## config.mk

```make
export PLATFORM = sky130hd
export DESIGN_NAME = imh_ctrl
export DESIGN_NICKNAME = d
export VERILOG_FILES = /design/src/hdl/imh_pkg.sv /design/src/hdl/imh_ctrl.sv
export SDC_FILE = /design/constraint.sdc
export NUM_CORES = 1
export LEC_CHECK = 0
export BUFFER_PORTS_ARGS = -buffer_cell sky130_fd_sc_hd__buf_2
export CORE_UTILIZATION = 40
export CTS_CLUSTER_SIZE = 8
export DETAILED_ROUTE_END_ITERATION = 10
export PLACE_DENSITY_LB_ADDON = 0.3
export SETUP_SLACK_MARGIN = 0.3
export SLEW_MARGIN = 30
export SYNTH_ARGS = -nofsm -noshare
export SYNTH_HDL_FRONTEND = slang
export SYNTH_SLANG_ARGS = --single-unit
```

## constraint.sdc

```tcl
create_clock -name clk -period 1.5 [get_ports clk]
set_input_delay 0.075 -clock clk [delete_from_list [all_inputs] [get_ports clk]]
set_output_delay 0.075 -clock clk [all_outputs]
set_load 0.05 [all_outputs]
```

## src/hdl/imh_pkg.sv

```systemverilog
// ----------------------------------------------------------------------------
// imh_pkg: shared types for the indexed two-key min-heap
// Operation codes, datapath micro-commands, controller states, status bundle and heap entry.
// ----------------------------------------------------------------------------
package imh_pkg;

  localparam int OP_W   = 3;
  localparam int ID_W   = 8;
  localparam int KEY_W  = 32;
  localparam int CNT_W  = 16;
  localparam int SIZE_W = 8;

  typedef enum logic [OP_W-1:0] {
    OP_INSERT = 3'd0,
    OP_REMOVE = 3'd1,
    OP_DELMIN = 3'd2,
    OP_CHANGE = 3'd3,
    OP_CLEAR  = 3'd4
  } op_t;

  typedef enum logic [3:0] {
    UC_NONE,
    UC_LATCH,
    UC_ERR,
    UC_INS,
    UC_REM_RD,
    UC_REM,
    UC_CHG_RD,
    UC_CHG,
    UC_CLEAR,
    UC_RISE_RD,
    UC_RISE_STEP,
    UC_SINK_RD,
    UC_SINK_STEP,
    UC_PLACE,
    UC_OUT
  } ucode_t;

  typedef enum logic [3:0] {
    S_IDLE,
    S_LOOK,
    S_REM,
    S_CHG,
    S_RISE,
    S_RISE_CMP,
    S_SINK,
    S_SINK_CMP,
    S_DONE
  } state_t;

  typedef struct packed {
    logic req_valid;
    op_t  op;
    logic id_ok;
    logic present;
    logic full;
    logic empty;
    logic rem_same;
    logic rem_rise;
    logic chg_up;
    logic chg_down;
    logic rise_more;
    logic parent_greater;
    logic sink_has;
    logic sink_move;
    logic out_free;
  } stat_t;

  typedef struct packed {
    logic [ID_W-1:0]  id;
    logic [KEY_W-1:0] key;
    logic [CNT_W-1:0] cnt;
  } entry_t;

endpackage

```

## src/hdl/imh_ctrl.sv

```systemverilog
// ----------------------------------------------------------------------------
// imh_ctrl: operation sequencer
// Walks each operation through lookup, removal or key change, sift up or sift down, and the result.
// ----------------------------------------------------------------------------
module imh_ctrl (
  input  logic            clk,
  input  logic            rst,
  input  imh_pkg::stat_t  stat,
  output imh_pkg::ucode_t cmd
);

  imh_pkg::state_t state, state_next;

  always_ff @(posedge clk) begin
    if (rst) begin
      state <= imh_pkg::S_IDLE;
    end else begin
      state <= state_next;
    end
  end

  always_comb begin
    state_next = state;
    cmd        = imh_pkg::UC_NONE;
    unique case (state)
      imh_pkg::S_IDLE: begin
        if (stat.req_valid) begin
          cmd        = imh_pkg::UC_LATCH;
          state_next = imh_pkg::S_LOOK;
        end
      end
      imh_pkg::S_LOOK: begin
        state_next = imh_pkg::S_DONE;
        unique case (stat.op)
          imh_pkg::OP_INSERT: begin
            if (!stat.id_ok || stat.present || stat.full) begin
              cmd = imh_pkg::UC_ERR;
            end else begin
              cmd        = imh_pkg::UC_INS;
              state_next = imh_pkg::S_RISE;
            end
          end
          imh_pkg::OP_REMOVE: begin
            if (!stat.present) begin
              cmd = imh_pkg::UC_ERR;
            end else begin
              cmd        = imh_pkg::UC_REM_RD;
              state_next = imh_pkg::S_REM;
            end
          end
          imh_pkg::OP_DELMIN: begin
            if (!stat.empty) begin
              cmd        = imh_pkg::UC_REM_RD;
              state_next = imh_pkg::S_REM;
            end
          end
          imh_pkg::OP_CHANGE: begin
            if (!stat.present) begin
              cmd = imh_pkg::UC_ERR;
            end else begin
              cmd        = imh_pkg::UC_CHG_RD;
              state_next = imh_pkg::S_CHG;
            end
          end
          imh_pkg::OP_CLEAR: cmd = imh_pkg::UC_CLEAR;
          default:           cmd = imh_pkg::UC_ERR;
        endcase
      end
      imh_pkg::S_REM: begin
        cmd = imh_pkg::UC_REM;
        if (stat.rem_same) begin
          state_next = imh_pkg::S_DONE;
        end else if (stat.rem_rise) begin
          state_next = imh_pkg::S_RISE;
        end else begin
          state_next = imh_pkg::S_SINK;
        end
      end
      imh_pkg::S_CHG: begin
        cmd = imh_pkg::UC_CHG;
        if (stat.chg_up) begin
          state_next = imh_pkg::S_RISE;
        end else if (stat.chg_down) begin
          state_next = imh_pkg::S_SINK;
        end else begin
          state_next = imh_pkg::S_DONE;
        end
      end
      imh_pkg::S_RISE: begin
        if (stat.rise_more) begin
          cmd        = imh_pkg::UC_RISE_RD;
          state_next = imh_pkg::S_RISE_CMP;
        end else begin
          cmd        = imh_pkg::UC_PLACE;
          state_next = imh_pkg::S_DONE;
        end
      end
      imh_pkg::S_RISE_CMP: begin
        cmd        = imh_pkg::UC_RISE_STEP;
        state_next = stat.parent_greater ? imh_pkg::S_RISE : imh_pkg::S_DONE;
      end
      imh_pkg::S_SINK: begin
        if (stat.sink_has) begin
          cmd        = imh_pkg::UC_SINK_RD;
          state_next = imh_pkg::S_SINK_CMP;
        end else begin
          cmd        = imh_pkg::UC_PLACE;
          state_next = imh_pkg::S_DONE;
        end
      end
      imh_pkg::S_SINK_CMP: begin
        cmd        = imh_pkg::UC_SINK_STEP;
        state_next = stat.sink_move ? imh_pkg::S_SINK : imh_pkg::S_DONE;
      end
      imh_pkg::S_DONE: begin
        if (stat.out_free) begin
          cmd        = imh_pkg::UC_OUT;
          state_next = imh_pkg::S_IDLE;
        end
      end
      default: state_next = imh_pkg::S_IDLE;
    endcase
  end

endmodule

```

* Yosys cells after proc, flatten, opt, wreduce, memory -nomap -nowiden *
Index checks and enable logic that the tools add are counted.

storage, ports and cells
  logic and storage cells = 47
  register bits after elaboration = 4
  output and inout bits = 4
  bits of input ports = 19

operators by class
  reductions and logical operators = 6
  multiplexer cells = 26
  eq/ne operators = 14

operators with widths
  cell                                                 count
  case mux 4 bit (9 select lines)                      2
  two-way mux 4 bit                                    14
  case mux 4 bit (5 select lines)                      1
  equality test 4 x 3 -> 1 bit, second input constant  4
  case mux 4 bit (4 select lines)                      1
  two-way mux 3 bit                                    5
  equality test 4 x 2 -> 1 bit, second input constant  2
  equality test 3 x 2 -> 1 bit, second input constant  2
  equality test 4 x 1 -> 1 bit, second input constant  1
  equality test 4 bit, second input constant           1
  logical NOT 4 bit                                    1
  inequality test 2 bit, second input constant         2
  equality test 3 x 1 -> 1 bit, second input constant  1
  equality test 3 bit, second input constant           1
  logical NOT 3 bit                                    1
  logical OR 1 bit                                     2
  two-way mux 1 bit                                    2
  two-way mux 2 bit                                    1
  AND reduction 2 bit                                  1
  logical NOT 1 bit                                    1

* Logic depth before layout (Yosys ltp) *
  word-level depth = 6
  depth in mapped cells = 6
  gate-level depth less buffers = 5

* Worst setup path after synthesis *
Ideal clock, no wire load.

  path type = register -> output
  from = reg state[1]
  to = out cmd[0]
  data required time = 1.425 ns
  path buffers = 1
  cell stages (with the launch flop) = 4
  arrival time = 1.769 ns
  path slack = -0.344 ns
  cell sequence = dfxtp_1 > clkbuf_1 > a21oi_1 > o21ai_0

on the way
  cells in the longest elaborated chain, start to end = 2
  elaborated cells on any way between the ends = 10
  classes of those cells = eq/ne: 8; mux: 1; reduce/logical: 1

RTL lines
  what                                               line            RTL
  start: declaration                                 imh_ctrl.sv:12  imh_pkg::state_t state, state_next;
  start signal: assignment                           imh_ctrl.sv:16  state <= imh_pkg::S_IDLE;
  start signal: assignment                           imh_ctrl.sv:18  state <= state_next;
  equality test 4 bit, or another cell as far along  imh_ctrl.sv:25  unique case (state)
  case mux 4 bit (9 select lines) *                  imh_ctrl.sv:25
  end: declaration                                   imh_ctrl.sv:9   output imh_pkg::ucode_t cmd

Mark *: on every way between the ends. The rest lies on a longest branch, timed or not.

* Final worst setup path *
  from = reg state[3]
  to = out cmd[2]

Same word-level chain as after synthesis.

==> impl_metrics.json <==
{
  "final_area_um2": 918,
  "drc": 0,
  "die_area_mm2": 0.00145,
  "synth-compound-area-share_pct": 30.7,
  "syn_to_final_growth_pct": 76.0,
  "place.gp.congestion": 0.860,
  "final_util_pct": 79.4,
  "io_pins": 23,
  "cts.sinks": 4,
  "finalWirelength_um": 2050,
  "postRouteAntennaNets": 0,
  "cts_buffers": 3,
  "ys.warnings.count": 0,
  "slowest_delay_ns": 0.48,
  "rsz0062_at_grt": "true",
  "yosys.area_share.simple_pct": 41.5,
  "synth_seq_cells": 4,
  "muxShareOfSynthArea_pct": 5.76,
  "grt_pass1_wl_um": 3090,
  "clkLatencyLatePin_ns": 0.24,
  "die_w_um": 38.1,
  "synth_top_family_by_area": "simple AND/OR/NAND/NOR gates",
  "netSwitchingFraction_pct": 39.7,
  "cp_data_arrival_time_ns": 1.49,
  "critical_path.startpoint_type": "register",
  "path_cells": "nand2b_4 > or4_4 > nand4_1 > buf_6",
  "synth_xor_area_share_pct": 0,
  "finalSetupViolations": 4,
  "vias": 743,
  "pre_cts_slack_ns": 0.0648,
  "setup_ws_ns": -0.0615,
  "status": "finished, violations left",
  "skew_ns": 0.00375,
  "ctsLongestPathBuffers": 2,
  "dp_hpwl_um": 1200,
  "power_w": 0.000572,
  "max_cap_violations": 0,
  "synthCells": 75,
  "synth.avg_cell_area_um2": 6.96,
  "p_leak_nw": 0.374,
  "whs_ns": 0.0645,
  "drt_iter0_markers": 17,
  "clock-root-buffer": "clkbuf_4",
  "top_register": "state",
  "clock.fmax_mhz": 640,
  "placed_cell_area_um2": 691,
  "hold_violations": 0,
  "grt_pass1_vias": 715,
  "synth_fa_ha_area_share_pct": 0,
  "intPower_w": 0.000345,
  "synth.distinct_cells": 34,
  "power_density_mw_per_mm2": 623,
  "hold_buffers": 0,
  "rows": 12,
  "cp_slowest_cell": "or4_4",
  "cts_tree": "done",
  "p_sw_w": 0.000227,
  "combPwrFrac_pct": 55.6,
  "drtPass1Iterations": 4,
  "required_ns": 1.42,
  "hold_path_class": "input port to register",
  "antenna_found_initial": 0,
  "drv_slew": 0,
  "via_per_inst": 5.94,
  "initial_core_util_pct": 45.1,
  "dieHeight_um": 38.1,
  "worst_setup_path_end_kind": "output port",
  "min_period_ns": 1.56,
  "synthesis.area_um2": 522,
  "top_regs": "state x4",
  "ys_seq_area_share_pct": 15.3,
  "synth_fp_nets": 94,
  "grt_max_degree": 8,
  "path_clk_slew_ns": 0.04,
  "most-common-layout-cells": "buf_2, buf_4, buf_6, nor2_1, a21oi_1",
  "drt-wirelength-per-cell_um": 16.4,
  "relSlewSlack_pct": 76.4,
  "core_area_mm2": 0.00116,
  "p_seq_share_pct": 21.4,
  "n_antenna_cell": 0,
  "largest_reg_flops": 4,
  "grt_usage_pct": 30.4,
  "worst_pin_slew_ns": 0.354,
  "cts_htree_levels": 1,
  "numPortBuffers": 22,
  "final_common_cell": "buf_2",
  "critPathMaxFanout": 3,
  "grt_overflow": 0,
  "layout-drive-gt1-share_pct": 63.1,
  "peakVddDrop_v": 0.000575,
  "fin_crit_sh_pct": 104,
  "failed_checks": "negative setup slack",
  "nets": 132,
  "worstSetupPathType": "register to output port",
  "clkPwrFrac_pct": 23.1
}
per-layer routing:
layer  GRT usage [%]  share of wire, %  up-vias
met3            1.74               4.3        6
met4            12.5               2.2        0
met5               0                 0        -
met1            36.5                44      356
met2            55.1                50       28
li1                -                 -      353
power groups by stage:
stage               Clock (W)  Combinational (W)  Sequential (W)
finish               0.000132           0.000318        0.000122
global route         0.000141           0.000335        0.000123
CTS                  0.000138           0.000292        0.000122
detailed placement          0           0.000224        0.000125
global placement            0           0.000223        0.000124
floorplan                   0           0.000148        0.000120
worst max-delay path, delay by kind of cell (launching register included):
| kind | cells | cell delay (ns) |
|---|---|---|
| buffers and inverters | 1 | 0.17 |
| AND/OR/NAND/NOR | 3 | 0.76 |
| flip-flops | 1 | 0.32 |
timing repair:
item	4_1_cts	5_1_grt
endpoints found under the setup margin	8	8
pin swaps	11	10
setup buffers	6	1
cloned	0	0
endpoints found under the hold margin	0	0
resized for setup	32	9
through the flow:
stage               instances  TNS (ns)
finish                    125    -0.117
global route              125    -0.272
global placement          115         0
detailed placement        115         0
CTS                       124   -0.0347
floorplan                  75         0
cell families (layout without fill, tap and decap cells):
group	Yosys count	after routing
flip-flops	4	4
AO/OA/AOI/OAI	24	24
multiplexers	3	3
AND/OR/NAND/NOR	38	38
buffers and inverters	6	42
worst paths after layout:
kind                         start                     to  depth (start not counted)  slack [ns]
max          state[3]$_SDFFE_PP0P_                 cmd[2]                          4       -0.06
max reg2reg  state[3]$_SDFFE_PP0P_  state[3]$_SDFFE_PP0P_                          6        0.09
min reg2reg  state[3]$_SDFFE_PP0P_  state[0]$_SDFFE_PP0P_                          3        0.65
min                            rst  state[0]$_SDFFE_PP0P_                          2        0.06
synth_stat cells:
master / n / area, um2
a2111oi_0: 1 / 8.76
a21oi_1: 6 / 30.0
a21oi_2: 1 / 8.76
a31oi_1: 2 / 12.5
a41oi_1: 1 / 8.76
and2_1: 2 / 12.5
and2b_1: 1 / 7.51
and2b_2: 1 / 8.76
buf_2: 1 / 5.00
buf_4: 1 / 7.51
buf_6: 1 / 11.3
clkbuf_1: 1 / 3.75
dfxtp_1: 4 / 80.1
inv_1: 2 / 7.51
mux2i_1: 3 / 30.0
nand2_1: 7 / 26.3
nand2b_1: 2 / 12.5
nand2b_4: 1 / 13.8
nand3_1: 3 / 15.0
nand4_1: 1 / 6.26
nand4b_1: 1 / 8.76
nor2_1: 9 / 33.8
nor2_2: 2 / 12.5
nor2b_1: 2 / 12.5
nor3_1: 1 / 5.00
nor3b_1: 4 / 30.0
o211ai_1: 1 / 7.51
o21ai_0: 5 / 25.0
o21bai_1: 2 / 15.0
o22ai_1: 1 / 6.26
o31ai_1: 1 / 7.51
o31ai_2: 1 / 12.5
o32ai_1: 2 / 17.5
or4_4: 1 / 11.3
cell type report:
| class | instances | area [um2] |
|---|---|---|
| fillers | 78 | 238 |
| multi-input cells | 65 | 515 |
| well taps | 14 | 17.5 |
| clock buffers | 3 | 22.5 |
| repair buffers | 37 | 263 |
| flip-flops and latches | 4 | 92.6 |
| inverters | 2 | 7.51 |
(Power assumes the default switching activity.)
